### config.mk
export PLATFORM = sky130hd
export DESIGN_NAME = multi_pattern_substring_finder_unit
export DESIGN_NICKNAME = d
export VERILOG_FILES = /design/src/design/mpsf_pkg.sv /design/src/design/mpsf_cell.sv /design/src/design/mpsf_job_queue.sv /design/src/design/mpsf_emitter.sv /design/src/design/multi_pattern_substring_finder_unit.sv
export SDC_FILE = /design/constraint.sdc
export NUM_CORES = 2
export LEC_CHECK = 0
export BUFFER_PORTS_ARGS = -buffer_cell sky130_fd_sc_hd__buf_2
export CORE_MARGIN = 2
export CORE_UTILIZATION = 35
export CTS_BUF_LIST = sky130_fd_sc_hd__clkbuf_4 sky130_fd_sc_hd__clkbuf_8 sky130_fd_sc_hd__clkbuf_16
export CTS_CLUSTER_SIZE = 24
export DETAILED_ROUTE_END_ITERATION = 6
export PLACE_DENSITY = 0.6
export SETUP_SLACK_MARGIN = 0.1
export SLEW_MARGIN = 10
export SYNTH_ARGS = -nofsm -noshare
export SYNTH_HDL_FRONTEND = slang
export SYNTH_SLANG_ARGS = --single-unit
### constraint.sdc
create_clock -name clock -period 15.9 [get_ports clock]
set_clock_uncertainty 0.15 [all_clocks]
set_input_delay 1.59 -clock clock [delete_from_list [all_inputs] [get_ports clock]]
set_output_delay 1.59 -clock clock [all_outputs]
set_load 0.02 [all_outputs]
### src/design/mpsf_pkg.sv
// Shared types, constants and the byte compare function of the substring finder.
`default_nettype none

package mpsf_pkg;

   localparam int BYTE_W       = 8;
   localparam int LEN_W        = 4;
   localparam int REG_SLOTS    = 4;
   localparam int PATTERN_W    = 64;
   localparam int CSR_DATA_W   = 64;
   localparam int CSR_INDEX_W  = 3;
   localparam int ACTIVE_W     = 3;
   localparam int LENGTHS_W    = 16;
   localparam int SLOT_W       = 2;
   localparam int RESULT_POS_W = 32;
   localparam int TOTAL_W      = 32;
   localparam int JOB_DEPTH    = 4;

   typedef enum logic [CSR_INDEX_W-1:0] {
      CSR_ACTIVE,
      CSR_LENGTHS,
      CSR_PATTERN_0,
      CSR_PATTERN_1,
      CSR_PATTERN_2,
      CSR_PATTERN_3
   } csr_index_type;

   typedef enum logic {
      KIND_MATCH,
      KIND_TOTAL
   } result_kind_type;

   // True when the byte lying back places behind the current one agrees with the pattern,
   // or when that place lies outside a pattern of length len.
   function automatic logic byte_hit(
      input logic [BYTE_W-1:0]    byt,
      input logic                 valid,
      input logic [LEN_W-1:0]     back,
      input logic [LEN_W-1:0]     len,
      input logic [PATTERN_W-1:0] pat
   );
      logic [LEN_W-1:0]  idx;
      logic [BYTE_W-1:0] want;
      idx  = len - back - LEN_W'(1);
      want = pat[{idx[2:0], 3'b000} +: BYTE_W];
      return (back >= len) || (valid && (byt == want));
   endfunction

endpackage

`default_nettype wire

### src/design/mpsf_cell.sv
// One window cell: holds a past text byte, compares it for every slot, passes it on.
`default_nettype none

module mpsf_cell #(
   parameter int SLOTS = 4,
   parameter int BACK  = 1
) (
   input  wire logic                                        clock,
   input  wire logic                                        reset,
   input  wire logic                                        advance,
   input  wire logic                                        clear,
   input  wire logic [mpsf_pkg::BYTE_W-1:0]                 byte_in,
   input  wire logic                                        valid_in,
   input  wire logic [SLOTS-1:0][mpsf_pkg::LEN_W-1:0]       slot_len,
   input  wire logic [SLOTS-1:0][mpsf_pkg::PATTERN_W-1:0]   slot_pattern,
   output logic      [mpsf_pkg::BYTE_W-1:0]                 byte_out,
   output logic                                             valid_out,
   output logic      [SLOTS-1:0]                            hit
);
   import mpsf_pkg::*;

   logic [BYTE_W-1:0] byte_ff, byte_in_next;
   logic              valid_ff, valid_in_next;

   always_comb begin
      byte_in_next  = byte_ff;
      valid_in_next = valid_ff;
      if (advance) begin
         byte_in_next  = byte_in;
         valid_in_next = valid_in && !clear;
      end
   end

   always_ff @(posedge clock) begin
      if (reset) begin
         valid_ff <= 1'b0;
      end else begin
         valid_ff <= valid_in_next;
      end
   end

   always_ff @(posedge clock) begin
      byte_ff <= byte_in_next;
   end

   always_comb begin
      for (int s = 0; s < SLOTS; s++) begin
         hit[s] = byte_hit(byte_ff, valid_ff, LEN_W'(BACK), slot_len[s], slot_pattern[s]);
      end
   end

   assign byte_out  = byte_ff;
   assign valid_out = valid_ff;

endmodule

`default_nettype wire

### src/design/mpsf_job_queue.sv
// Register FIFO of match jobs between the window and the result emitter.
`default_nettype none

module mpsf_job_queue #(
   parameter int WIDTH = 37,
   parameter int DEPTH = 4
) (
   input  wire logic             clock,
   input  wire logic             reset,
   input  wire logic             push,
   input  wire logic [WIDTH-1:0] push_data,
   output logic                  full,
   input  wire logic             pop,
   output logic                  head_valid,
   output logic      [WIDTH-1:0] head_data
);
   localparam int PTR_W   = (DEPTH > 1) ? $clog2(DEPTH) : 1;
   localparam int COUNT_W = $clog2(DEPTH + 1);

   logic [WIDTH-1:0]   store_ff [DEPTH];
   logic [PTR_W-1:0]   wr_ptr_ff, wr_ptr_in;
   logic [PTR_W-1:0]   rd_ptr_ff, rd_ptr_in;
   logic [COUNT_W-1:0] count_ff, count_in;

   always_comb begin
      wr_ptr_in = wr_ptr_ff;
      rd_ptr_in = rd_ptr_ff;
      count_in  = count_ff;
      if (push) begin
         wr_ptr_in = (wr_ptr_ff == PTR_W'(DEPTH - 1)) ? '0 : wr_ptr_ff + PTR_W'(1);
      end
      if (pop) begin
         rd_ptr_in = (rd_ptr_ff == PTR_W'(DEPTH - 1)) ? '0 : rd_ptr_ff + PTR_W'(1);
      end
      if (push && !pop) begin
         count_in = count_ff + COUNT_W'(1);
      end else if (pop && !push) begin
         count_in = count_ff - COUNT_W'(1);
      end
   end

   always_ff @(posedge clock) begin
      if (reset) begin
         wr_ptr_ff <= '0;
         rd_ptr_ff <= '0;
         count_ff  <= '0;
      end else begin
         wr_ptr_ff <= wr_ptr_in;
         rd_ptr_ff <= rd_ptr_in;
         count_ff  <= count_in;
      end
   end

   always_ff @(posedge clock) begin
      if (push) begin
         store_ff[wr_ptr_ff] <= push_data;
      end
   end

   assign full       = (count_ff == COUNT_W'(DEPTH));
   assign head_valid = (count_ff != '0);
   assign head_data  = store_ff[rd_ptr_ff];

endmodule

`default_nettype wire

### src/design/mpsf_emitter.sv
// Result emitter: walks the head job slot by slot, keeps the match total, drives the rsp register.
`default_nettype none

module mpsf_emitter #(
   parameter int SLOTS         = 4,
   parameter int POSITION_BITS = 32
) (
   input  wire logic                                 clock,
   input  wire logic                                 reset,
   input  wire logic                                 head_valid,
   input  wire logic [SLOTS-1:0]                     head_mask,
   input  wire logic                                 head_final,
   input  wire logic [POSITION_BITS-1:0]             head_here,
   input  wire logic [mpsf_pkg::LENGTHS_W-1:0]       lengths,
   output logic                                      pop,
   input  wire logic                                 rsp_stall,
   output logic                                      rsp_valid,
   output logic                                      rsp_result_kind,
   output logic      [mpsf_pkg::SLOT_W-1:0]          rsp_pattern_slot,
   output logic      [mpsf_pkg::RESULT_POS_W-1:0]    rsp_start_position,
   output logic      [mpsf_pkg::TOTAL_W-1:0]         rsp_match_total,
   output logic                                      rsp_run_end
);
   import mpsf_pkg::*;

   localparam int DIFF_W = (POSITION_BITS > RESULT_POS_W) ? POSITION_BITS : RESULT_POS_W;

   logic [SLOTS-1:0]        done_ff, done_in;
   logic [TOTAL_W-1:0]      found_ff, found_in;
   logic                    valid_ff, valid_in;
   result_kind_type         kind_ff, kind_in;
   logic [SLOT_W-1:0]       slot_ff, slot_in;
   logic [RESULT_POS_W-1:0] start_ff, start_in;
   logic [TOTAL_W-1:0]      total_ff, total_in;
   logic                    run_end_ff, run_end_in;

   logic [SLOTS-1:0]   remaining, pick_onehot;
   logic [SLOT_W-1:0]  pick_slot;
   logic [LEN_W-1:0]   pick_len;
   logic [TOTAL_W-1:0] found_next;
   logic [DIFF_W-1:0]  match_start;
   logic               emit, last;

   always_comb begin
      remaining   = head_mask & ~done_ff;
      pick_slot   = '0;
      pick_onehot = '0;
      for (int s = SLOTS - 1; s >= 0; s--) begin
         if (remaining[s]) begin
            pick_slot   = SLOT_W'(s);
            pick_onehot = SLOTS'(1) << s;
         end
      end
      pick_len    = lengths[{pick_slot, 2'b00} +: LEN_W];
      found_next  = (found_ff == '1) ? found_ff : found_ff + TOTAL_W'(1);
      match_start = DIFF_W'(head_here) - DIFF_W'(LEN_W'(pick_len - LEN_W'(1)));
      emit        = head_valid && (!valid_ff || !rsp_stall);

      done_in    = done_ff;
      found_in   = found_ff;
      valid_in   = valid_ff && rsp_stall;
      kind_in    = kind_ff;
      slot_in    = slot_ff;
      start_in   = start_ff;
      total_in   = total_ff;
      run_end_in = run_end_ff;
      last       = 1'b0;
      pop        = 1'b0;

      if (emit) begin
         valid_in = 1'b1;
         if (|remaining) begin
            kind_in  = KIND_MATCH;
            slot_in  = pick_slot;
            start_in = match_start[RESULT_POS_W-1:0];
            total_in = found_next;
            found_in = found_next;
            done_in  = done_ff | pick_onehot;
            last     = ((remaining & ~pick_onehot) == '0) && !head_final;
         end else begin
            kind_in  = KIND_TOTAL;
            slot_in  = '0;
            start_in = '0;
            total_in = found_ff;
            found_in = '0;
            last     = 1'b1;
         end
         run_end_in = last;
         if (last) begin
            pop     = 1'b1;
            done_in = '0;
         end
      end
   end

   always_ff @(posedge clock) begin
      if (reset) begin
         done_ff  <= '0;
         found_ff <= '0;
         valid_ff <= 1'b0;
      end else begin
         done_ff  <= done_in;
         found_ff <= found_in;
         valid_ff <= valid_in;
      end
   end

   always_ff @(posedge clock) begin
      kind_ff    <= kind_in;
      slot_ff    <= slot_in;
      start_ff   <= start_in;
      total_ff   <= total_in;
      run_end_ff <= run_end_in;
   end

   assign rsp_valid          = valid_ff;
   assign rsp_result_kind    = kind_ff;
   assign rsp_pattern_slot   = slot_ff;
   assign rsp_start_position = start_ff;
   assign rsp_match_total    = total_ff;
   assign rsp_run_end        = run_end_ff;

endmodule

`default_nettype wire

### src/design/multi_pattern_substring_finder_unit.sv
// Top level of the multi-pattern substring finder: registers, cell row, job queue, emitter.
//
// The req channel takes one text byte per transfer, with req_final_byte on the last byte of a
// text. A byte is taken in every cycle while req_stall is low; it is compared at once against
// the current byte and a row of window cells holding the previous bytes.
// Each byte that matches one or more patterns, or ends a text, leaves a job in a four-entry
// queue; bytes without results leave nothing. The emitter sends one result per rsp transfer:
// match reports in ascending slot order, then the total report on a final byte, with
// rsp_run_end on the last result of the byte. A result passes through the job queue and then
// the rsp register after its byte is taken, and results leave at one per cycle while
// rsp_stall is low and the queue holds jobs.
// req_stall rises only while the queue holds four jobs, which happens only when the receiver
// stalls or bytes keep producing more than one result.
// A stalled rsp register holds its result; the queue keeps taking bytes until full.
// Write registers through csr_* only while the block is idle; the block does not enforce it.
// Synchronous reset empties the window, the queue and the output register, zeroes position and
// total, and sets the pattern count to one with all lengths zero.
`default_nettype none

module multi_pattern_substring_finder_unit #(
   parameter int PATTERN_SLOTS     = 4,
   parameter int MAX_PATTERN_BYTES = 8,
   parameter int POSITION_BITS     = 32
) (
   input  wire logic                                  clock,
   input  wire logic                                  reset,
   input  wire logic                                  csr_write_enable,
   input  wire logic [mpsf_pkg::CSR_INDEX_W-1:0]      csr_index,
   input  wire logic [mpsf_pkg::CSR_DATA_W-1:0]       csr_write_data,
   input  wire logic                                  req_valid,
   output logic                                       req_stall,
   input  wire logic [mpsf_pkg::BYTE_W-1:0]           req_text_byte,
   input  wire logic                                  req_final_byte,
   output logic                                       rsp_valid,
   input  wire logic                                  rsp_stall,
   output logic                                       rsp_result_kind,
   output logic      [mpsf_pkg::SLOT_W-1:0]           rsp_pattern_slot,
   output logic      [mpsf_pkg::RESULT_POS_W-1:0]     rsp_start_position,
   output logic      [mpsf_pkg::TOTAL_W-1:0]          rsp_match_total,
   output logic                                       rsp_run_end
);
   import mpsf_pkg::*;

   localparam int SLOTS = (PATTERN_SLOTS < REG_SLOTS) ? PATTERN_SLOTS : REG_SLOTS;
   localparam int JOB_W = SLOTS + 1 + POSITION_BITS;

   logic [ACTIVE_W-1:0]  active_ff, active_in;
   logic [LENGTHS_W-1:0] lengths_ff, lengths_in;
   logic [PATTERN_W-1:0] pattern_ff [REG_SLOTS];
   logic [PATTERN_W-1:0] pattern_in [REG_SLOTS];

   logic [POSITION_BITS-1:0] pos_ff, pos_in;

   logic [SLOTS-1:0][LEN_W-1:0]     slot_len;
   logic [SLOTS-1:0][PATTERN_W-1:0] slot_pattern;
   logic [BYTE_W-1:0]               win_byte  [MAX_PATTERN_BYTES];
   logic                            win_valid [MAX_PATTERN_BYTES];
   logic [SLOTS-1:0]                back_hit  [MAX_PATTERN_BYTES];
   logic [SLOTS-1:0]                slot_hit;

   logic             accept, advance, push, full, pop, head_valid;
   logic [JOB_W-1:0] head_data;
   logic [SLOTS-1:0] head_mask;
   logic             head_final;
   logic [POSITION_BITS-1:0] head_here;

   // configuration registers
   always_comb begin
      active_in  = active_ff;
      lengths_in = lengths_ff;
      for (int r = 0; r < REG_SLOTS; r++) begin
         pattern_in[r] = pattern_ff[r];
      end
      if (csr_write_enable) begin
         unique case (csr_index_type'(csr_index))
            CSR_ACTIVE:    active_in     = csr_write_data[ACTIVE_W-1:0];
            CSR_LENGTHS:   lengths_in    = csr_write_data[LENGTHS_W-1:0];
            CSR_PATTERN_0: pattern_in[0] = csr_write_data;
            CSR_PATTERN_1: pattern_in[1] = csr_write_data;
            CSR_PATTERN_2: pattern_in[2] = csr_write_data;
            CSR_PATTERN_3: pattern_in[3] = csr_write_data;
            default: ;
         endcase
      end
   end

   always_ff @(posedge clock) begin
      if (reset) begin
         active_ff  <= ACTIVE_W'(1);
         lengths_ff <= '0;
         for (int r = 0; r < REG_SLOTS; r++) begin
            pattern_ff[r] <= '0;
         end
      end else begin
         active_ff  <= active_in;
         lengths_ff <= lengths_in;
         for (int r = 0; r < REG_SLOTS; r++) begin
            pattern_ff[r] <= pattern_in[r];
         end
      end
   end

   always_comb begin
      for (int s = 0; s < SLOTS; s++) begin
         slot_len[s]     = lengths_ff[4*s +: LEN_W];
         slot_pattern[s] = pattern_ff[s];
      end
   end

   // window cell row
   assign accept  = req_valid && !req_stall;
   assign advance = accept;

   assign win_byte[0]  = req_text_byte;
   assign win_valid[0] = 1'b1;

   always_comb begin
      for (int s = 0; s < SLOTS; s++) begin
         back_hit[0][s] = byte_hit(req_text_byte, 1'b1, '0, slot_len[s], slot_pattern[s]);
      end
   end

   for (genvar b = 1; b < MAX_PATTERN_BYTES; b++) begin : g_cell
      mpsf_cell #(
         .SLOTS (SLOTS),
         .BACK  (b)
      ) u_cell (
         .clock        (clock),
         .reset        (reset),
         .advance      (advance),
         .clear        (req_final_byte),
         .byte_in      (win_byte[b-1]),
         .valid_in     (win_valid[b-1]),
         .slot_len     (slot_len),
         .slot_pattern (slot_pattern),
         .byte_out     (win_byte[b]),
         .valid_out    (win_valid[b]),
         .hit          (back_hit[b])
      );
   end

   always_comb begin
      for (int s = 0; s < SLOTS; s++) begin
         slot_hit[s] = (slot_len[s] != '0)
                    && (slot_len[s] <= LEN_W'(MAX_PATTERN_BYTES))
                    && (ACTIVE_W'(s) < active_ff);
         for (int b = 0; b < MAX_PATTERN_BYTES; b++) begin
            slot_hit[s] = slot_hit[s] && back_hit[b][s];
         end
      end
   end

   // text position
   always_comb begin
      pos_in = pos_ff;
      if (accept) begin
         if (req_final_byte) begin
            pos_in = '0;
         end else if (pos_ff != '1) begin
            pos_in = pos_ff + POSITION_BITS'(1);
         end
      end
   end

   always_ff @(posedge clock) begin
      if (reset) begin
         pos_ff <= '0;
      end else begin
         pos_ff <= pos_in;
      end
   end

   // job queue and emitter
   assign push      = accept && ((|slot_hit) || req_final_byte);
   assign req_stall = full;

   mpsf_job_queue #(
      .WIDTH (JOB_W),
      .DEPTH (JOB_DEPTH)
   ) u_job_queue (
      .clock      (clock),
      .reset      (reset),
      .push       (push),
      .push_data  ({slot_hit, req_final_byte, pos_ff}),
      .full       (full),
      .pop        (pop),
      .head_valid (head_valid),
      .head_data  (head_data)
   );

   assign head_mask  = head_data[JOB_W-1 -: SLOTS];
   assign head_final = head_data[POSITION_BITS];
   assign head_here  = head_data[POSITION_BITS-1:0];

   mpsf_emitter #(
      .SLOTS         (SLOTS),
      .POSITION_BITS (POSITION_BITS)
   ) u_emitter (
      .clock              (clock),
      .reset              (reset),
      .head_valid         (head_valid),
      .head_mask          (head_mask),
      .head_final         (head_final),
      .head_here          (head_here),
      .lengths            (lengths_ff),
      .pop                (pop),
      .rsp_stall          (rsp_stall),
      .rsp_valid          (rsp_valid),
      .rsp_result_kind    (rsp_result_kind),
      .rsp_pattern_slot   (rsp_pattern_slot),
      .rsp_start_position (rsp_start_position),
      .rsp_match_total    (rsp_match_total),
      .rsp_run_end        (rsp_run_end)
   );

`ifndef NO_ASSERTIONS
   a_total_ends_run: assert property (@(posedge clock) disable iff (reset)
      (rsp_valid && (rsp_result_kind == KIND_TOTAL)) |-> rsp_run_end)
      else $error("total report without run end");

   a_total_fields_zero: assert property (@(posedge clock) disable iff (reset)
      (rsp_valid && (rsp_result_kind == KIND_TOTAL))
         |-> ((rsp_pattern_slot == '0) && (rsp_start_position == '0)))
      else $error("total report with slot or start set");

   a_match_counted: assert property (@(posedge clock) disable iff (reset)
      (rsp_valid && (rsp_result_kind == KIND_MATCH)) |-> (rsp_match_total != '0))
      else $error("match report with zero total");

   a_final_clears_position: assert property (@(posedge clock) disable iff (reset)
      (accept && req_final_byte) |=> (pos_ff == '0))
      else $error("text position not cleared after final byte");
`endif

endmodule

`default_nettype wire

Word-level counts from Yosys, hierarchy flattened. Memory sizes are Yosys's and may differ from the RTL's. A register that Yosys moved wholly into a read port is not among the register bits. Cells that the tools add are included.

Register bits after elaboration: 226. Bits in latches: 0. Memory bits (writable): 404. ROM bits: 0. Bits of input ports: 81. Output and inout bits: 70. Word-level logic and storage cells: 397. Memories: 2.

Memory list: pattern_ff (depth 4, width 64, read ports 4, clocked after memory_dff 0, wr ports 4, line multi_pattern_substring_finder_unit.sv:49) `logic [PATTERN_W-1:0] pattern_ff [REG_SLOTS];`; u_job_queue.store_ff (depth 4, width 37, read ports 1, clocked after memory_dff 1, wr ports 1, line mpsf_job_queue.sv:20) `logic [WIDTH-1:0] store_ff [DEPTH];`.

Add/sub/neg operators: 64. Multipliers: 0. Div/mod/pow operators: 0. Magnitude comparators: 40. Equal/unequal tests: 42. Shifts and indexed selects: 33. Multiplexer cells: 41. Bitwise operators: 9. Reductions and logical operators: 138.

Operators by type and width (count): $shiftx 64x7->8 (32); $mux 64 (8); $eq 8x8->1 (32); $mux 256 (1); $mux 32 (5); $sub 3x1->3 const B (33); $logic_and 1x1->1 (81); $add 32x1->32 const B (2); $ge 3x4->1 const A (16); $sub 3x3->3 const B (16); $logic_or 1x1->1 (34); $eq 32x32->1 const B (1); $ge 1x4->1 const A (8); $ge 2x4->1 const A (8); $ne 32x32->1 const B (1); $sub 32x4->32 (1); $mux 4 (6); $sub 3x2->3 const B (8); $le 4x4->1 const B (4); $mux 2 (8); $reduce_bool 4->1 (4); $shiftx 16x5->4 (1); $mux 1 (11); $eq 3x3->1 const B (3); other kinds (20) (43).

Longest topological paths before layout.
Depth in word-level cells: 20. Depth in mapped cells: 24. Depth with buffers taken out: 19.

By module. From an unflattened synthesis, not the netlist that was laid out.

Cell total of the unflattened synthesis: 4173. Area, all modules: 45401.0 µm².

By module, submodules not included: multi_pattern_substring_finder_unit (times used 1, cells an instance 1627, area an instance 13615.6 µm², sequential area each 6145.9 µm²); mpsf_job_queue (times used 1, cells an instance 237, area an instance 5836.8 µm², sequential area each 4624.4 µm²); mpsf_emitter (times used 1, cells an instance 572, area an instance 5655.4 µm², sequential area each 2782.7 µm²); mpsf_cell at g_cell[6].u_cell (times used 1, cells an instance 292, area an instance 3170.5 µm², sequential area each 260.2 µm²); mpsf_cell at g_cell[2].u_cell (times used 1, cells an instance 253, area an instance 2955.3 µm², sequential area each 260.2 µm²); mpsf_cell at g_cell[1].u_cell (times used 1, cells an instance 244, area an instance 2936.6 µm², sequential area each 260.2 µm²); mpsf_cell at g_cell[4].u_cell (times used 1, cells an instance 239, area an instance 2912.8 µm², sequential area each 260.2 µm²); mpsf_cell at g_cell[5].u_cell (times used 1, cells an instance 238, area an instance 2840.2 µm², sequential area each 260.2 µm²); mpsf_cell at g_cell[3].u_cell (times used 1, cells an instance 252, area an instance 2746.4 µm², sequential area each 260.2 µm²); mpsf_cell at g_cell[7].u_cell (times used 1, cells an instance 219, area an instance 2731.4 µm², sequential area each 260.2 µm²).

Worst setup path before layout. Ideal clock, no wire load.

Path type: register to register. Start: register lengths_ff[5]. End: memory u_job_queue.store_ff[3][0] (enable). Arrival time: 5621 ps. Slack: 9732 ps. Cell stages (with the launch flop): 18. Buffers on the path: 6. Period minus slack after synthesis: 6168 ps. Cell sequence: dfxtp_1 > clkbuf_1 > buf_2 > clkbuf_1 > inv_1 > ha_1 > clkbuf_1 > buf_2 > buf_1 > mux4_2 > mux2i_1 > xor2_1 > nand3_1 > o32a_1 > o21bai_1 > or4b_4 > a41oi_4 > and2_1.

Cells in the longest elaborated chain, start to end: 18. Elaborated cells on any way between the ends: 70. Those cells by class: add/sub (14); order compare (9); eq/ne (8); shift (8); mux (2); reduce/logical (29).

RTL lines: start: declaration (line multi_pattern_substring_finder_unit.sv:48) `logic [LENGTHS_W-1:0] lengths_ff, lengths_in;`; start signal: assignment (line multi_pattern_substring_finder_unit.sv:96) `lengths_ff <= lengths_in;`; $sub 3x1->3 (2 in series) (line mpsf_pkg.sv:44) `idx = len - back - LEN_W'(1);`; $shiftx 64x7->8 (line mpsf_pkg.sv:45) `want = pat[{idx[2:0], 3'b000} +: BYTE_W];`; $eq 8x8->1 (line mpsf_pkg.sv:46) `return (back >= len) || (valid && (byt == want));`; $logic_and 1x1->1 (line mpsf_pkg.sv:46); $logic_or 1x1->1 (line mpsf_pkg.sv:46); $logic_and 1x1->1 (6 in series) (line multi_pattern_substring_finder_unit.sv:148) `slot_hit[s] = slot_hit[s] && back_hit[b][s];`; $logic_and 1x1->1 * (line multi_pattern_substring_finder_unit.sv:148); $reduce_or 4->1 * (line multi_pattern_substring_finder_unit.sv:174) `assign push = accept && ((|slot_hit) || req_final_byte);`; $logic_or 1x1->1 * (line multi_pattern_substring_finder_unit.sv:174); $logic_and 1x1->1 * (line multi_pattern_substring_finder_unit.sv:174); net push (line multi_pattern_substring_finder_unit.sv:61) `logic accept, advance, push, full, pop, head_valid;`; $mux 1 * (line mpsf_job_queue.sv:55) `if (push) begin`; $mux 1 (implied by the code) * (line mpsf_job_queue.sv:56) `store_ff[wr_ptr_ff] <= push_data;`; end: declaration (line mpsf_job_queue.sv:20).

The timed path passes the listed nets; every way through them passes the cells marked *.

Final worst setup path.
Start: register lengths_ff[9]. End: register u_job_queue.count_ff[2].

Cells in the longest elaborated chain, start to end: 19. Elaborated cells on any way between the ends: 73. Those cells by class: add/sub (14); order compare (9); eq/ne (8); shift (8); mux (1); reduce/logical (33).

RTL lines: $sub 3x1->3 (2 in series) (line mpsf_pkg.sv:44); $shiftx 64x7->8 (line mpsf_pkg.sv:45); $eq 8x8->1 (line mpsf_pkg.sv:46); $logic_and 1x1->1 (line mpsf_pkg.sv:46); $logic_or 1x1->1 (line mpsf_pkg.sv:46); $logic_and 1x1->1 (6 in series) (line multi_pattern_substring_finder_unit.sv:148); $logic_and 1x1->1 * (line multi_pattern_substring_finder_unit.sv:148); $reduce_or 4->1 * (line multi_pattern_substring_finder_unit.sv:174); $logic_or 1x1->1 * (line multi_pattern_substring_finder_unit.sv:174); $logic_and 1x1->1 * (line multi_pattern_substring_finder_unit.sv:174); net push (line multi_pattern_substring_finder_unit.sv:61); $logic_not 1->1 (line mpsf_job_queue.sv:37) `end else if (pop && !push) begin`; $logic_and 1x1->1 (line mpsf_job_queue.sv:37); $reduce_bool 2->1 (no line); end signal: assignment (line mpsf_job_queue.sv:50) `count_ff <= count_in;`; end: declaration (line mpsf_job_queue.sv:23) `logic [COUNT_W-1:0] count_ff, count_in;`.

Marks and branches as above. A chain may end at the register's enable or synchronous reset.

==> flow_summary.json <==
{
  "synthSimpleGateAreaFrac_pct": 12.8,
  "worstHoldPathType": "flop to flop",
  "avgRoutedWirePerCell_um": 27.9,
  "remaining_drc_errors": 0,
  "path_class": "flop to flop",
  "crit_arrival_ns": 7.58,
  "ant_nets": 0,
  "rrSetupSlack_ns": 8.74,
  "die_w_um": 343,
  "numClockSinks": 632,
  "gp_congestion": 1.01,
  "yosysUniqueCellTypes": 75,
  "cts-buffers-inserted": 72,
  "syn_area_per_cell_um2": 10.7,
  "overflow": 0,
  "start_kind": "flop",
  "initial_core_util_pct": 35.2,
  "core_um2": 114000,
  "placed_cells": 5230,
  "timing.max_cap.violations": 0,
  "muxShareOfSynthArea_pct": 28.6,
  "grt_usage_pct": 25.1,
  "hold_buffers": 0,
  "post-cts-setup-buffer-count": 0,
  "yosysTopAreaCell": "mux4_2",
  "n_fill_cell": 11138,
  "hpwl_um": 102000,
  "syn_nets": 3898,
  "first_pass_iters": 6,
  "drive_gt1_share_pct": 20.8,
  "ir_drop_v": 0.000118,
  "synthAdderAreaFrac_pct": 1.21,
  "postSynthCellCount": 3780,
  "slew_headroom_pct": 21.5,
  "path_clk_slew_ns": 0.06,
  "io-pin-count": 151,
  "clock_path_buffers": 3,
  "min_to": "u_emitter.done_ff[3]$_SDFFE_PP0P_",
  "grt_max_degree": 102,
  "wl_met1_um": 57600,
  "yosys.area.top_type_share_pct": 20.5,
  "grt_pass1_wl_um": 215000,
  "dr.first_iter.drc_count": 4212,
  "synth_top_family_by_area": "multiplexers",
  "dr.max_layer_used": "met5",
  "post-place-ws_ns": 8.88,
  "synth_xor_area_share_pct": 8.17,
  "fin_cells": 5376,
  "r2r-end": "u_job_queue.count_ff[2]$_SDFFE_PP0P_",
  "reg2reg_from": "lengths_ff[9]$_SDFFE_PP0P_",
  "cts_root_buf": "clkbuf_16",
  "ff2ff_path_depth": 18,
  "worst_slack_ns": 8.74,
  "ys_seq_area_share_pct": 38.1,
  "yosysWarnings": 0,
  "rsz0062_at_grt": "false",
  "cts_tree": "built",
  "dieArea_um2": 118000,
  "power_density_nw_per_um2": 117,
  "rows": 124,
  "nets": 3910,
  "cpPeakStageDelay_ns": 1.03,
  "synth-edff-count": 272,
  "async_flop_share_pct": 0,
  "min_delay_path_depth": 2,
  "post_cts_resized": 0,
  "status": "finished, final reports clean",
  "die_h_um": 343,
  "synthTopCellsByCount": "667 x nand2_1, 366 x mux4_2, 360 x dfxtp_1",
  "synth.most_common_cell": "nand2_1",
  "grt_pass1_vias": 30046,
  "dr_wl_met2_um": 63000,
  "tns_ns": 0,
  "port_buffers": 150,
  "worst_pin_slew_ns": 1.17,
  "max_freq_mhz": 140,
  "slew_violations": 0,
  "antenna_found_initial": 19,
  "cts.htree.levels": 3,
  "hold_slack_ns": 0.314,
  "setup_viol": 0,
  "worstPathMaxFanout": 60,
  "syn_to_final_growth_pct": 11.5,
  "syn_area_um2": 40300,
  "fin_crit_sh_pct": 45.0,
  "min_period_ns": 7.16,
  "synth_area_leaders": "mux4_2 20%, edfxtp_1 20%, dfxtp_1 18%",
  "hp-start": "u_emitter.done_ff[3]$_SDFFE_PP0P_",
  "hold_violations": 0,
  "crit_slowest_cell": "ha_4",
  "power_leakage_nw": 14.9,
  "wl_met3_um": 19600,
  "critPathCaptureType": "flop",
  "synthFlopType": "dfxtp_1",
  "via_per_inst": 5.97,
  "ys_ff_latch": 632,
  "crit_chain": "buf_4 > clkinv_1 > ha_4 > mux2i_1 > mux4_2 > xor2_1 > nand4_1 > nor3_1 > nand4_1 > a2111oi_0 > a32oi_1 > a41oi_4 > ha_1 > inv_1 > fa_1 > xor2_1 > or3_1 > a21oi_1",
  "vias": 32120,
  "synth_compound_area_share_pct": 7.80,
  "insertion_delay_ns": 0.67,
  "wirelength_um": 150000,
  "cp.required_ns": 16.32
}
power by group:
group	switching [mW]	leakage, nW	internal (mW)	total (mW)
Clock	0.746	1.23	0.987	1.73
Sequential	0.239	5.61	1.94	2.18
Combinational	0.873	8.06	0.469	1.34
metal layers:
| metal | vias to the layer above | GRT usage (%) |
|---|---|---|
| li1 | 14036 | - |
| met1 | 15876 | 33.1 |
| met2 | 1828 | 35.6 |
| met3 | 368 | 8.65 |
| met4 | 12 | 14.7 |
| met5 | - | 0 |
worst max-delay path by stage:
stage / startpoint / endpoint / slack [ns] / depth (start not counted)
final: lengths_ff[9]$_SDFFE_PP0P_ / u_job_queue.count_ff[2]$_SDFFE_PP0P_ / 8.74 / 18
after global routing: lengths_ff[9]$_SDFFE_PP0P_ / u_job_queue.count_ff[2]$_SDFFE_PP0P_ / 8.44 / 18
after CTS: lengths_ff[9]$_SDFFE_PP0P_ / u_job_queue.count_ff[2]$_SDFFE_PP0P_ / 8.83 / 18
after detailed placement: lengths_ff[9]$_SDFFE_PP0P_ / u_job_queue.count_ff[2]$_SDFFE_PP0P_ / 8.88 / 18
after global placement: lengths_ff[9]$_SDFFE_PP0P_ / u_job_queue.count_ff[2]$_SDFFE_PP0P_ / 8.91 / 18
after floorplan: lengths_ff[5]$_SDFFE_PP0P_ / u_job_queue.store_ff[3][0]$_DFFE_PP_ / 9.73 / 17
per-stage QoR:
stage	util [%]	instance area [um^2]	power [mW]
2_1_floorplan	-	40300	2.99
3_3_place_gp	37.1	42400	3.53
3_5_place_dp	37.1	42400	3.53
4_1_cts	39.3	44900	5.26
5_1_grt	39.3	44900	5.46
6_report	39.3	44900	5.25
layout by cell type, fill, tap and decap left out, drive strengths merged, types with 20 or more instances in the layout:
cell type / count
a21oi: 356
buf: 214
clkbuf: 96
clkinv: 30
dfxtp: 360
edfxtp: 272
ha: 35
inv: 42
mux2: 37
mux2i: 288
mux4: 366
nand2: 667
nand2b: 20
nand3: 78
nand4: 35
nor2: 183
nor2b: 26
nor3: 52
nor4: 30
o21ai: 58
or3: 31
xnor2: 189
xor2: 178
cell families after synthesis:
kind of cell | Yosys count
DFF | 632
buffers and inverters | 317
and+or+nand+nor | 1185
AOI/OAI and AO/OA | 548
muxes | 691
xor gates and xnor gates | 369
adders and majority gates | 38
flip-flops by register name (all words and copies together), names as in the netlist, 2 cells and up, named ones only:
name	flops
u_emitter.rsp_pattern_slot	2
u_job_queue.rd_ptr_ff	2
u_job_queue.store_ff	148
u_emitter.found_ff	32
pattern_ff	256
u_job_queue.count_ff	3
g_cell.u_cell.valid_out	7
g_cell.u_cell.byte_out	56
pos_ff	32
active_ff	3
lengths_ff	16
u_emitter.rsp_start_position	32
u_emitter.done_ff	4
u_job_queue.wr_ptr_ff	2
u_emitter.rsp_match_total	32
critical path, delay by kind of cell (launching register included):
family | cells | cell delay, ns
AOI/OAI and AO/OA | 4 | 1.70
adders and majority gates | 3 | 1.66
buffers and inverters | 3 | 1.13
and+or+nand+nor | 4 | 0.84
muxes | 2 | 0.76
xor gates and xnor gates | 2 | 0.45
DFF | 1 | 0.31
final cells by class:
| type | instances | area [um^2] | area share (%) |
|---|---|---|---|
| multi-input cells | 2831 | 23700 | 52.8 |
| flip-flops and latches | 632 | 15400 | 34.3 |
| clock buffers | 96 | 2070 | 4.60 |
| well taps | 1512 | 1890 | 4.21 |
| repair buffers | 214 | 1240 | 2.76 |
| clock inverters | 37 | 430 | 0.958 |
| inverters | 41 | 155 | 0.345 |
| diodes | 13 | 32.5 | 0.0724 |
No activity file was read; power rests on OpenSTA's default activity.
